**config.mk**
```make
export PLATFORM = sky130hd
export DESIGN_NAME = plidl_cell
export DESIGN_NICKNAME = d
export VERILOG_FILES = /design/src/hw/rtl/assert_macros.svh /design/src/hw/rtl/plidl_pkg.sv /design/src/hw/rtl/plidl_cell.sv
export SDC_FILE = /design/constraint.sdc
export NUM_CORES = 1
export LEC_CHECK = 0
export ABC_AREA = 1
export BUFFER_PORTS_ARGS = -buffer_cell sky130_fd_sc_hd__buf_2
export CAP_MARGIN = 30
export CORE_UTILIZATION = 43
export CTS_BUF_LIST = sky130_fd_sc_hd__clkbuf_8 sky130_fd_sc_hd__clkbuf_16
export CTS_CLUSTER_DIAMETER = 200
export CTS_CLUSTER_SIZE = 20
export DETAILED_ROUTE_END_ITERATION = 7
export GPL_ROUTABILITY_DRIVEN = 0
export PLACE_DENSITY = 0.94
export SLEW_MARGIN = 20
export SYNTH_ARGS = -nofsm -noshare
export SYNTH_HDL_FRONTEND = slang
export SYNTH_SLANG_ARGS = --single-unit
```
**constraint.sdc**
```tcl
create_clock -name clk -period 8.27 [get_ports clk]
set_input_delay 1.654 -clock clk [delete_from_list [all_inputs] [get_ports clk]]
set_output_delay 1.654 -clock clk [all_outputs]
set_load 0.02 [all_outputs]
```
**src/hw/rtl/assert_macros.svh**
```systemverilog
// assertion macros used by positional_insert_delete_list_core
// no dependencies; define SYNTH to compile them out
`ifndef ASSERT_MACROS_SVH
`define ASSERT_MACROS_SVH

`ifndef SYNTH
`define ASSERT_HOLDS(label, clk, rst, prop, msg) \
  label: assert property (@(posedge clk) disable iff (rst) (prop)) else $error(msg);
`define ASSERT_NEXT(label, clk, rst, ante, cons, msg) \
  label: assert property (@(posedge clk) disable iff (rst) (ante) |=> (cons)) else $error(msg);
`else
`define ASSERT_HOLDS(label, clk, rst, prop, msg)
`define ASSERT_NEXT(label, clk, rst, ante, cons, msg)
`endif

`endif

```
**src/hw/rtl/plidl_pkg.sv**
```systemverilog
// types and constants of the positional insert/delete list
// no dependencies
`timescale 1ns / 1ps

package plidl_pkg;

  localparam int VALUE_W  = 32;
  localparam int POS_W    = 8;
  localparam int LEN_W    = 8;
  localparam int OP_W     = 3;
  localparam int STATUS_W = 2;

  typedef enum logic [OP_W-1:0] {
    OP_CLEAR  = 3'd0,
    OP_INSERT = 3'd1,
    OP_UPDATE = 3'd2,
    OP_DELETE = 3'd3,
    OP_READ   = 3'd4
  } op_t;

  typedef enum logic [STATUS_W-1:0] {
    ST_OK    = 2'd0,
    ST_RANGE = 2'd1,
    ST_FULL  = 2'd2
  } status_t;

  typedef enum logic [1:0] {
    CMD_HOLD,
    CMD_INSERT,
    CMD_UPDATE,
    CMD_DELETE
  } cmd_t;

  typedef struct packed {
    cmd_t               cmd;
    logic [POS_W-1:0]   pos;
    logic [VALUE_W-1:0] value;
  } cell_ctrl_t;

endpackage

```
**src/hw/rtl/plidl_cell.sv**
```systemverilog
// one list entry of the cell chain: shifts up, shifts down or loads
// depends on plidl_pkg
`timescale 1ns / 1ps

module plidl_cell #(
  parameter int INDEX = 0,
  parameter int IDX_W = 7
) (
  input  logic                          clk,
  input  plidl_pkg::cell_ctrl_t         ctrl,
  input  logic [plidl_pkg::VALUE_W-1:0] left_data,
  input  logic [plidl_pkg::VALUE_W-1:0] right_data,
  output logic [plidl_pkg::VALUE_W-1:0] data,
  output logic [plidl_pkg::VALUE_W-1:0] leaf
);

  localparam int CW = (IDX_W > plidl_pkg::POS_W) ? IDX_W : plidl_pkg::POS_W;
  localparam logic [CW-1:0] MY_IDX = CW'(INDEX);

  logic [CW-1:0] pos_c;
  logic          hit;
  logic          above;

  assign pos_c = CW'(ctrl.pos);
  assign hit   = (pos_c == MY_IDX);
  assign above = (MY_IDX > pos_c);
  assign leaf  = hit ? data : '0;

  always_ff @(posedge clk) begin
    case (ctrl.cmd)
      plidl_pkg::CMD_INSERT: begin
        if (above) begin
          data <= left_data;
        end else if (hit) begin
          data <= ctrl.value;
        end
      end
      plidl_pkg::CMD_UPDATE: begin
        if (hit) begin
          data <= ctrl.value;
        end
      end
      plidl_pkg::CMD_DELETE: begin
        if (above || hit) begin
          data <= right_data;
        end
      end
      default: begin
      end
    endcase
  end

endmodule

```
### Yosys cells after proc, flatten, opt, wreduce, memory -nomap -nowiden

Cells that the tools add are included.

* bits in registers: 32
* bits of input ports: 107
* output and inout port bits: 64
* word-level logic and storage cells: 15

* $lt $le $gt $ge: 1
* equal/unequal tests: 4
* muxes and demuxes: 5
* reductions and logical operators: 4

Operators by type and width (number)
* 32-bit 2-to-1 mux: 4
* 32-bit one-hot mux with 3 select lines: 1
* 1-bit by 8-bit > comparator with 1-bit output (first input constant): 1
* 8-bit zero test: 1
* 2-bit == test (second input constant): 2
* 3-bit nonzero test: 1
* 2-bit by 1-bit == test with 1-bit output (second input constant): 1
* 2-bit != test (second input constant): 1
* 2-bit AND reduction: 1
* 1-bit logical OR: 1

### Depth between registers and ports, before layout

Gate-level depths: netlist of run 1.

* word-level depth: 4
* mapped depth: 7
* gate-level depth less buffers: 6

### Worst setup path before layout of run 1

No wires, ideal clock.

* path type: input -> output
* start point: input ctrl[37] (netlist bit)
* end point: output leaf[4] (netlist bit)
* data arrival time: 2561 ps
* required time: 6616 ps
* slack: 4055 ps
* stages on the path: 6
* buffers on the path: 1
* path through: nor2_1 > nand2_2 > nor2_8 > inv_4 > buf_6 > nor2_1

* word-level cells in the longest chain between the ends: 2

Ends and longest elaborated chain
* from (decl): line plidl_cell.sv:10 `input plidl_pkg::cell_ctrl_t ctrl,`
* 8-bit zero test: line plidl_cell.sv:25 `assign hit = (pos_c == MY_IDX);`
* 32-bit 2-to-1 mux: line plidl_cell.sv:27 `assign leaf = hit ? data : '0;`
* to (decl): line plidl_cell.sv:14 `output logic [plidl_pkg::VALUE_W-1:0] leaf`

No other way between the ends.

### Final worst setup path of run 1

* start point: input ctrl[32] (netlist bit)
* end point: output leaf[26] (netlist bit)

Same word-level chain as after synthesis.

==> reports/results.tsv, run 1 <==
stage	metric	value	unit
timing	hold_violations	0	
grt	grt_pass1_vias	2237	
timing	drv_slew	0	
critical_path	worstSetupPathType	primary input to output port	
clocking	postCtsResizedCells	0	
timing	period_share	62.28	%
yosys	synth_fp_nets	425	
critical_path	crit_arrival	3.50	ns
timing	relSlewSlack	50.27	%
clocking	post_cts_buffers	0	
cells_and_area	final_cell_mix	138 x buf_2, 97 x nand2_1, 67 x inv_1	
status	outcome	complete, no violations	
yosys	synthArstFlopShare	0	%
clocking	clk_latency	0.28	ns
cells_and_area	top_register	data	
routing	drcViolationCount	0	
routing	ant_nets	0	
grt	grt_usage	23.25	%
power_and_ir_drop	p_leak	1.757	nW
clocking	clock_path_buffers	2	
timing	setup_viol	0	
timing	rsz0062_at_grt	false	
yosys	syn_avg_cell_area	6.945	sq um
power_and_ir_drop	power_per_cell_area	145.4	nW/um^2
cells_and_area	largest_reg_flops	32	
cells_and_area	synthToLayoutAreaGrowth	36.54	%
clocking	cts_hold_buf	0	
critical_path	critPathSlowestCell	nor2_8	
critical_path	cp_num_buf_inv	3	
power_and_ir_drop	ir_drop	0.07895	mV
grt	grt_overflow	0	
grt	grt_pass1_wl	9653	microns
floorplanning	die_y	73.67	microns
floorplanning	fp-row-count	25	
timing	period_minus_slack	5.151	ns
clocking	htree_num_levels	2	
floorplanning	io_pins	171	
yosys	synth-edff-count	32	
yosys	synth_compound_gate_area_share	7.479	%
routing	drt-total-wl	6265	microns
critical_path	critPathLaunchType	primary input	
floorplanning	core_area	4817	sq um
yosys	synth_cell_types	15	
clocking	cts-root-buf	clkbuf_8	
routing	drtIter0Drc	123	
critical_path	crit_fanout	33	
floorplanning	die_area	5427	sq um
critical_path	critical-path-max-stage-delay	0.57	ns
yosys	seq_area_frac_synth	43.51	%
cells_and_area	nNetsFinal	555	
cells_and_area	drive_gt1_share	35.41	%
cells_and_area	final_common_cell	buf_2	
clocking	clock-sinks	32	
yosys	synthSimpleGateAreaFrac	32.41	%
yosys	synth_top_family_by_area	simple AND/OR/NAND/NOR gates	
critical_path	worstPathCellList	buf_2, nor2_1, nand2_2, nor2_8, inv_4, nor2_1, buf_2	
routing	vias_per_cell	4.762	
cells_and_area	diodes	0	
routing	wl_per_cell	12.14	microns
worst_hold_path	hold_path.class	flip-flop to flip-flop	
critical_path	endpoint_kind	output port	
yosys	muxShareOfSynthArea	0	%
place	dp_hpwl	4440	microns
critical_path	worstPathRequired	6.62	ns
timing	fin_tns_setup	0	ns
place	port_buffers	138	
timing	worst_pin_slew	0.7451	ns
floorplanning	die_x	73.67	microns
grt	grt_max_degree	34	
timing	hold_slack	0.6677	ns
grt	antenna_found_initial	0	
yosys	synthFlopType	edfxtp_1	
yosys	synth.cell_area	2208	sq um
yosys	netlist_instances	318	
clocking	cts_tree	done	
cells_and_area	top_regs	data: 32 flops	
critical_path	worst_path_dominant_cell_family	simple AND/OR/NAND/NOR gates	
routing	drtPass1Iterations	4	
yosys	yosys_register_bits	32	
routing	num_vias	2457	
clocking	clkTransAtPathRegs	0.07	ns
timing	finClkSkew	0	ns
timing	fmax	0.1941	GHz
yosys	synthXorXnorAreaFrac	0	%
job	drv_cap	0	
clocking	numCtsBuffers	5	
yosys	yosysWarnings	0	
yosys	synth_fa_ha_area_share	0	%
floorplanning	initial_utilization	45.84	%
tightest hold or removal path: stages (launching register included):
cell and delay [ns]:
edfxtp_1 0.34, inv_1 0.05, o21ai_0 0.06, nand3_1 0.06, nand2_1 0.05
metal layers:
metal / part of all wire [%] / GRT usage (%) / vias to the layer above
met5: 0 / 0 / -
met4: 1.4 / 7.479 / 0
met3: 6.7 / 5.075 / 11
met2: 51 / 44.04 / 116
met1: 40 / 25.46 / 1098
li1: - / - / 1232
where the power goes:
group / internal, mW / switching (mW)
Combinational: 0.0425 / 0.0717
Sequential: 0.203 / 0.00902
Clock: 0.0561 / 0.0567
Total: 0.301 / 0.137
path summary, 6_finish.rpt:
path | start | endpoint | slack, ns | cells after the start
max reg2reg | data[1] | data[1] | 7.26 | 4
max | ctrl[32] | leaf[26] | 3.12 | 7
min reg2reg | data[15] | data[15] | 0.67 | 4
min | data[15] | data[15] | 0.67 | 4
Yosys cell counts (2+ instances only):
| cell | n | area share (%) |
|---|---|---|
| nor2_1 | 29 | 4.9 |
| clkbuf_2 | 3 | 0.68 |
| nand2_1 | 97 | 16 |
| nand2_2 | 2 | 0.57 |
| o21ai_0 | 32 | 7.3 |
| buf_6 | 6 | 3.1 |
| nor2_2 | 8 | 2.3 |
| clkbuf_1 | 7 | 1.2 |
| edfxtp_1 | 32 | 44 |
| inv_1 | 65 | 11 |
| buf_1 | 2 | 0.34 |
| nand3_1 | 32 | 7.3 |
metrics by stage:
step / setup WS (ns) / instances / instance area (sq um) / utilization [%] / total power [mW]
finish: 3.119 / 516 / 3015 / 62.60 / 0.4386
detailed placement: 3.110 / 508 / 2935 / 60.94 / 0.3291
global placement: 3.126 / 505 / 2878 / 59.74 / 0.3206
CTS: 3.108 / 516 / 3015 / 62.60 / 0.4417
floorplan: 4.055 / 318 / 2208 / - / 0.2807
global route: 2.901 / 516 / 3015 / 62.60 / 0.4623
cells by family (layout without fill, tap and decap cells):
kind of cell    after synthesis  in the layout
simple gates                169            169
flops                        32             32
buf+inv                      84            215
compound gates               33             33
final cells by class:
type	count	area, sq um
Inverter	66	250.2
Sequential cell	32	960.9
Fill cell	460	1802
Timing Repair Buffer	141	748.2
Multi-Input combinational cell	202	892.1
Clock inverter	3	11.26
Clock buffer	5	68.82
Tap cell	67	83.83
(Power assumes the default switching activity.)
==> run 2, diff against run 1 <==
--- a/config.mk
+++ b/config.mk
@@ -8,13 +8,13 @@
 export ABC_AREA = 1
 export BUFFER_PORTS_ARGS = -buffer_cell sky130_fd_sc_hd__buf_2
 export CAP_MARGIN = 30
-export CORE_UTILIZATION = 43
+export CORE_UTILIZATION = 36
 export CTS_BUF_LIST = sky130_fd_sc_hd__clkbuf_8 sky130_fd_sc_hd__clkbuf_16
 export CTS_CLUSTER_DIAMETER = 200
 export CTS_CLUSTER_SIZE = 20
 export DETAILED_ROUTE_END_ITERATION = 7
 export GPL_ROUTABILITY_DRIVEN = 0
-export PLACE_DENSITY = 0.94
+export PLACE_DENSITY = 0.85
 export SLEW_MARGIN = 20
 export SYNTH_ARGS = -nofsm -noshare
 export SYNTH_HDL_FRONTEND = slang
==> constraint.sdc (replaced) <==
create_clock -name clk -period 4.2 [get_ports clk]
set_input_delay 0.84 -clock clk [delete_from_list [all_inputs] [get_ports clk]]
set_output_delay 0.84 -clock clk [all_outputs]
set_load 0.02 [all_outputs]
==> reports/results.tsv, run 2 (same netlist as run 1, synthesis figures left out) <==
stage	metric	value	unit	change
timing	relSlewSlack	56.45	%	+6.2 points
routing	ant_nets	0		unchanged
clocking	clk_latency	0.27	ns	about the same
power_and_ir_drop	internal_power	0.5895	mW	+96%
routing	drt-total-wl	5923	microns	-5.5%
cells_and_area	diodes	0		unchanged
floorplanning	io_pins	171		unchanged
grt	grt_usage	18.02	%	-5.2 points
clocking	cts_tree	done		
timing	worst_pin_slew	0.6509	ns	-0.09422 ns
worst_hold_path	hold_path.class	flip-flop to flip-flop		
routing	num_vias	2427		-1.2%
clocking	post_cts_buffers	0		unchanged
critical_path	endpoint_kind	output port		
floorplanning	die_area	6451	sq um	+19%
cells_and_area	top_regs	data: 32 flops		
cells_and_area	synthToLayoutAreaGrowth	36.43	%	about the same
cells_and_area	drive_gt1_share	35.70	%	+0.29 points
place	placed_cells	518		+2.0%
routing	wl_per_cell	11.26	microns	-7.3%
clocking	postCtsResizedCells	0		unchanged
floorplanning	initial_utilization	37.30	%	-8.5 points
cells_and_area	finish.instance_area	3013	sq um	about the same
clocking	cts_hold_buf	0		unchanged
clocking	clock-sinks	32		unchanged
critical_path	critPathSlowestCell	nand2_2		
cells_and_area	largest_reg_flops	32		unchanged
critical_path	r2r-end	data[7]		
cells_and_area	layoutNonFillerInstCount	526		+1.9%
timing	finClkSkew	0	ns	unchanged
floorplanning	fp-row-count	28		+12%
cells_and_area	nNetsFinal	557		+0.36%
routing	vias_per_cell	4.614		-3.1%
power_and_ir_drop	power.switching	0.2643	mW	+92%
grt	busiest_layer	met2		
grt	grtUsageMet3	4.091	%	-0.98 points
grt	grt_pass1_wl	8942	microns	-7.4%
critical_path	timing.rr.start	data[7]		
critical_path	worstPathRequired	3.36	ns	-3.26 ns
timing	period_share	73.27	%	
cells_and_area	top_register	data		
status	outcome	complete, no violations		
critical_path	crit_path_start	ctrl[37]		
worst_hold_path	holdCritStartpoint	data[24]		
worst_hold_path	min_to	data[24]		
timing	hold_slack	0.6719	ns	+0.004210 ns
timing	fmax	0.3250	GHz	
place	dp_hpwl	4244	microns	-4.4%
clocking	htree_num_levels	2		unchanged
critical_path	critPathLaunchType	primary input		
place	port_buffers	138		unchanged
grt	antenna_found_initial	0		unchanged
clocking	cts-root-buf	clkbuf_8		
power_and_ir_drop	combPwrFrac	25.6	%	-0.4 points
grt	grt_overflow	0		unchanged
power_and_ir_drop	seqPwrFrac	48.7	%	+0.5 points
critical_path	worstPathCellList	buf_2, nor2_1, nand2_2, nor2_8, inv_4, nor2_1, buf_2		
timing	setup_viol	0		unchanged
cells_and_area	final_common_cell	buf_2		
critical_path	r2r_cells	4		unchanged
clocking	numCtsBuffers	5		unchanged
routing	drtPass1Iterations	4		unchanged
critical_path	crit_fanout	33		unchanged
clocking	clkTransAtPathRegs	0.06	ns	about the same
grt	grt_pass1_vias	2107		-5.8%
critical_path	r2r_setup_slack	3.21	ns	-4.05 ns
grt	grt_max_degree	34		unchanged
place	place_ws	1.028	ns	-2.082 ns
cells_and_area	final_core_util	50.89	%	-12 points
place	post_dp_cell_area	2933	sq um	about the same
grt	met1_usage	19.58	%	-5.9 points
timing	hold_violations	0		unchanged
floorplanning	core_area	5921	sq um	+23%
critical_path	worstSetupPathType	primary input to output port		
routing	drcViolationCount	0		unchanged
timing	finalWorstSetupSlack	1.123	ns	-1.997 ns
power_and_ir_drop	pwr-share-clk	25.7	%	about the same
power_and_ir_drop	fin_total_pwr	0.8538	mW	+95%
grt	met2_usage	34.53	%	-9.5 points
clocking	clock_path_buffers	2		unchanged
power_and_ir_drop	ir_drop	0.1267	mV	+61%
timing	rsz0062_at_grt	false		
timing	fin_tns_setup	0	ns	unchanged
timing	drv_slew	0		unchanged
power_and_ir_drop	power_per_cell_area	283.4	nW/um^2	+95%
timing	period_minus_slack	3.077	ns	
floorplanning	die_y	80.32	microns	+9.0%
critical_path	critical-path-max-stage-delay	0.40	ns	-0.17 ns
critical_path	crit_arrival	2.24	ns	-1.26 ns
power_and_ir_drop	swShare	30.96	%	-0.39 points
worst_hold_path	hold_depth	4		unchanged
routing	drtIter0Drc	105		-15%
power_and_ir_drop	p_leak	1.755	nW	about the same
floorplanning	die_x	80.32	microns	+9.0%
cells_and_area	final_cell_mix	138 x buf_2, 97 x nand2_1, 67 x inv_1		
job	drv_cap	0		unchanged
==> run 2: how the worst max path moves through the flow <==
stage               end
2_1_floorplan   data[0]
4_1_cts         leaf[5]
5_1_grt        leaf[16]
3_3_place_gp   data[31]
3_5_place_dp   data[24]
6_report        leaf[5]
==> run 2: critical path: cells and delay by family <==
family                 cells  cell delay [ns]
and+or+nand+nor            4             0.94
buffers and inverters      3             0.44
==> run 2: power groups by stage <==
stage / registers (mW) / clock network (mW) / logic (mW)
2_1_floorplan: 0.467 / 0 / 0.0861
3_3_place_gp: 0.421 / 0 / 0.213
3_5_place_dp: 0.422 / 0 / 0.220
4_1_cts: 0.416 / 0.226 / 0.220
5_1_grt: 0.420 / 0.238 / 0.244
6_report: 0.416 / 0.219 / 0.219
==> run 2: routing by layer <==
| layer | wire (microns) | share of wire [%] | vias to the layer above |
|---|---|---|---|
| met5 | 0 | 0 | - |
| met2 | 2986 | 50 | 106 |
| met4 | 49 | 0.83 | 0 |
| li1 | - | - | 1233 |
| met3 | 429 | 7.2 | 6 |
| met1 | 2457 | 41 | 1082 |
==> run 2: area by class of cell <==
class,instances,area [sq um]
Tap cell,75,93.84
Timing Repair Buffer,143,735.7
Inverter,66,250.2
Clock inverter,3,11.26
Sequential cell,32,960.9
Clock buffer,5,68.82
Multi-Input combinational cell,202,892.1
Fill cell,615,2908
==> run 3, diff against run 2 <==
--- a/config.mk
+++ b/config.mk
@@ -5,16 +5,16 @@
 export SDC_FILE = /design/constraint.sdc
 export NUM_CORES = 1
 export LEC_CHECK = 0
-export ABC_AREA = 1
+export ABC_AREA = 0
 export BUFFER_PORTS_ARGS = -buffer_cell sky130_fd_sc_hd__buf_2
 export CAP_MARGIN = 30
-export CORE_UTILIZATION = 36
+export CORE_UTILIZATION = 39
 export CTS_BUF_LIST = sky130_fd_sc_hd__clkbuf_8 sky130_fd_sc_hd__clkbuf_16
 export CTS_CLUSTER_DIAMETER = 200
 export CTS_CLUSTER_SIZE = 20
 export DETAILED_ROUTE_END_ITERATION = 7
 export GPL_ROUTABILITY_DRIVEN = 0
-export PLACE_DENSITY = 0.85
+export PLACE_DENSITY = 0.89
 export SLEW_MARGIN = 20
 export SYNTH_ARGS = -nofsm -noshare
 export SYNTH_HDL_FRONTEND = slang
==> constraint.sdc (replaced) <==
create_clock -name clk -period 3.1 [get_ports clk]
set_input_delay 0.62 -clock clk [delete_from_list [all_inputs] [get_ports clk]]
set_output_delay 0.62 -clock clk [all_outputs]
set_load 0.02 [all_outputs]
==> reports/results.tsv, run 3 <==
stage	metric	value	unit	change
yosys	syn_avg_cell_area	8.924	sq um	+29%
timing	period_minus_slack	2.413	ns	
cells_and_area	synthToLayoutAreaGrowth	38.30	%	
clocking	htree_num_levels	2		unchanged
place	port_buffers	138		unchanged
clocking	numCtsBuffers	5		unchanged
yosys	synth.cell_area	2026	sq um	-8.3%
cells_and_area	largest_reg_flops	32		unchanged
clocking	clk_latency	0.28	ns	about the same
yosys	synth.most_common_cell	nor2_1		
cells_and_area	final_core_util	57.78	%	+6.9 points
worst_hold_path	hold_depth	3		-1
grt	antenna_found_initial	0		unchanged
yosys	ys_top_cells_by_count	34 x nor2_1, 32 x a31oi_1, 32 x and3_1, 32 x edfxtp_1, 32 x nand3_1		
power_and_ir_drop	ir_drop	0.2094	mV	+65%
critical_path	worstPathRequired	2.48	ns	-0.88 ns
cells_and_area	finish.instance_area	2801	sq um	-7.0%
floorplanning	initial_utilization	41.78	%	+4.5 points
critical_path	critPathLaunchType	primary input		
place	post_dp_cell_area	2725	sq um	-7.1%
critical_path	timing.rr.start	data[24]		
timing	finalWorstSetupSlack	0.6867	ns	-0.4360 ns
place	place_ws	0.6737	ns	-0.3547 ns
routing	drtIter0Drc	139		+32%
cells_and_area	drive_gt1_share	44.16	%	+8.5 points
yosys	synth-edff-count	32		unchanged
yosys	synthFlopType	edfxtp_1		
routing	vias_per_cell	5.500		+19%
critical_path	critPathSlowestCell	buf_4		
grt	grt_pass1_wl	8652	microns	-3.2%
power_and_ir_drop	swShare	29.54	%	-1.4 points
yosys	synthTopCellsByArea	edfxtp_1 47%, a31oi_1 9.9%, and3_1 9.9%		
yosys	synthArstFlopShare	0	%	unchanged
power_and_ir_drop	power.switching	0.3306	mW	+25%
routing	drtPass1Iterations	4		unchanged
floorplanning	die_area	5486	sq um	-15%
timing	period_share	77.85	%	
timing	rsz0062_at_grt	false		
clocking	cts_tree	done		
grt	grt_max_degree	66		+94%
power_and_ir_drop	power_per_cell_area	399.5	nW/um^2	+41%
floorplanning	die_y	74.07	microns	-7.8%
critical_path	endpoint_kind	output port		
timing	fmax	0.4144	GHz	
yosys	synth_top_area_share	47.44	%	+3.9 points
cells_and_area	top_regs	data: 32 flops		
routing	wl_per_cell	13.94	microns	+24%
cells_and_area	nNetsFinal	458		-18%
cells_and_area	fillers	424		-31%
status	outcome	complete, no violations		
critical_path	r2r_cells	2		-2
routing	num_vias	2299		-5.3%
critical_path	critical-path-max-stage-delay	0.38	ns	-0.02 ns
yosys	yosys_register_bits	32		unchanged
timing	relSlewSlack	61.28	%	+4.8 points
critical_path	crit_path_start	ctrl[36]		
power_and_ir_drop	internal_power	0.7887	mW	+34%
floorplanning	core_area	4848	sq um	-18%
cells_and_area	multi_input_area	932.1	sq um	+4.5%
timing	hold_violations	0		unchanged
yosys	seq_area_frac_synth	47.44	%	+3.9 points
clocking	post_cts_buffers	0		unchanged
critical_path	worstSetupEndpoint	leaf[30]		
cells_and_area	top_register	data		
clocking	cts_hold_buf	0		unchanged
power_and_ir_drop	pwr-share-clk	26.1	%	+0.4 points
power_and_ir_drop	combPwrFrac	23.4	%	-2.2 points
critical_path	crit_arrival	1.79	ns	-0.45 ns
critical_path	r2r_setup_slack	2.16	ns	-1.05 ns
worst_hold_path	hold_path.class	primary input to flip-flop		
routing	drt-total-wl	5825	microns	-1.7%
floorplanning	io_pins	171		unchanged
timing	setup_viol	0		unchanged
power_and_ir_drop	seqPwrFrac	50.6	%	+1.9 points
place	dp_hpwl	4030	microns	-5.0%
routing	ant_nets	0		unchanged
grt	grt_pass1_vias	1910		-9.3%
timing	fin_tns_setup	0	ns	unchanged
critical_path	crit_fanout	41		+24%
cells_and_area	final_common_cell	buf_2		
yosys	netlist_instances	227		-29%
clocking	clkTransAtPathRegs	0.06	ns	about the same
clocking	cts-root-buf	clkbuf_8		
yosys	synth_top_cell_by_area	edfxtp_1		
clocking	clock-sinks	32		unchanged
job	drv_cap	0		unchanged
timing	worst_pin_slew	0.5809	ns	-0.07006 ns
timing	drv_slew	0		unchanged
timing	finClkSkew	0	ns	unchanged
yosys	synth_fp_nets	334		-21%
power_and_ir_drop	p_leak	1.327	nW	-24%
yosys	yosysWarnings	0		unchanged
routing	drcViolationCount	0		unchanged
floorplanning	fp-row-count	25		-11%
worst_hold_path	holdCritStartpoint	right_data[26]		
floorplanning	die_x	74.07	microns	-7.8%
clocking	clock_path_buffers	2		unchanged
cells_and_area	diodes	0		unchanged
critical_path	worstPathCellList	buf_2, nor4_4, buf_4, and3_1, buf_2		
critical_path	cpMostUsedCell	buf_2		
grt	grt_overflow	0		unchanged
cells_and_area	final_cell_mix	138 x buf_2, 33 x nor2_1		
yosys	synth_cell_types	15		unchanged
critical_path	worstSetupPathType	primary input to output port		
clocking	postCtsResizedCells	0		unchanged
cells_and_area	seq_area	960.9	sq um	unchanged
critical_path	r2r-end	data[24]		
grt	grt_usage	20.72	%	+2.7 points
run 3: changes by cell type in the layout (fill, tap and decap cells not counted), moves of 2 or more:
cell	change
nand2_1	-97
a31oi_1	+32
and3_1	+32
o21ai_0	-30
nor2_1	+4
or4_4	+2
nor4_4	+2
inv_1	-67
nor2_2	-8
o21ai_1	+30
run 3: layout make-up:
class | instances | share of cell area (%)
Tap cell | 67 | 2.992
Sequential cell | 32 | 34.30
Timing Repair Buffer | 144 | 26.71
Clock buffer | 5 | 2.456
Clock inverter | 2 | 0.2680
Multi-Input combinational cell | 168 | 33.27
run 3: logic make-up (layout without fill, tap and decap cells):
group                  Yosys count  after routing  synth area share [%]
AOI/OAI and AO/OA               65             65                 18.04
DFF                             32             32                 47.44
buffers and inverters           27            151                 7.906
and+or+nand+nor                103            103                 26.62
run 3: power groups by stage:
stage                     combinational (mW)  sequential [mW]  clock, mW
final                                  0.261            0.566      0.292
after global routing                   0.285            0.572      0.319
after CTS                              0.263            0.566      0.301
after detailed placement               0.263            0.573          0
after global placement                 0.255            0.571          0
after floorplan                       0.0949            0.625          0
run 3: worst min path at each step:
stage	end	slack, ns
floorplan	data[0]	0.79
global placement	data[16]	0.67
detailed placement	data[26]	0.69
CTS	data[6]	0.68
global route	data[25]	0.68
finish	data[26]	0.69
run 3: per-stage QoR:
step | hold slack (ns) | instances | power [mW]
after global routing | 0.6835 | 418 | 1.177
after floorplan | 0.7911 | 227 | 0.7199
after global placement | 0.6734 | 411 | 0.8267
after CTS | 0.6768 | 418 | 1.129
final | 0.6882 | 418 | 1.119
after detailed placement | 0.6878 | 411 | 0.8366
run 3: worst max-delay path, delay by kind of cell:
kind	cells	cell delay (ns)
buffers and inverters	3	0.67
and+or+nand+nor	2	0.49
run 3: per-layer routing:
metal / up-vias / share of wire, % / global-route usage (%)
met3: 7 / 8.1 / 5.691
met4: 0 / 1.1 / 6.197
met1: 1049 / 39 / 22.47
li1: 1111 / - / -
met5: - / 0 / 0
met2: 132 / 51 / 38.99
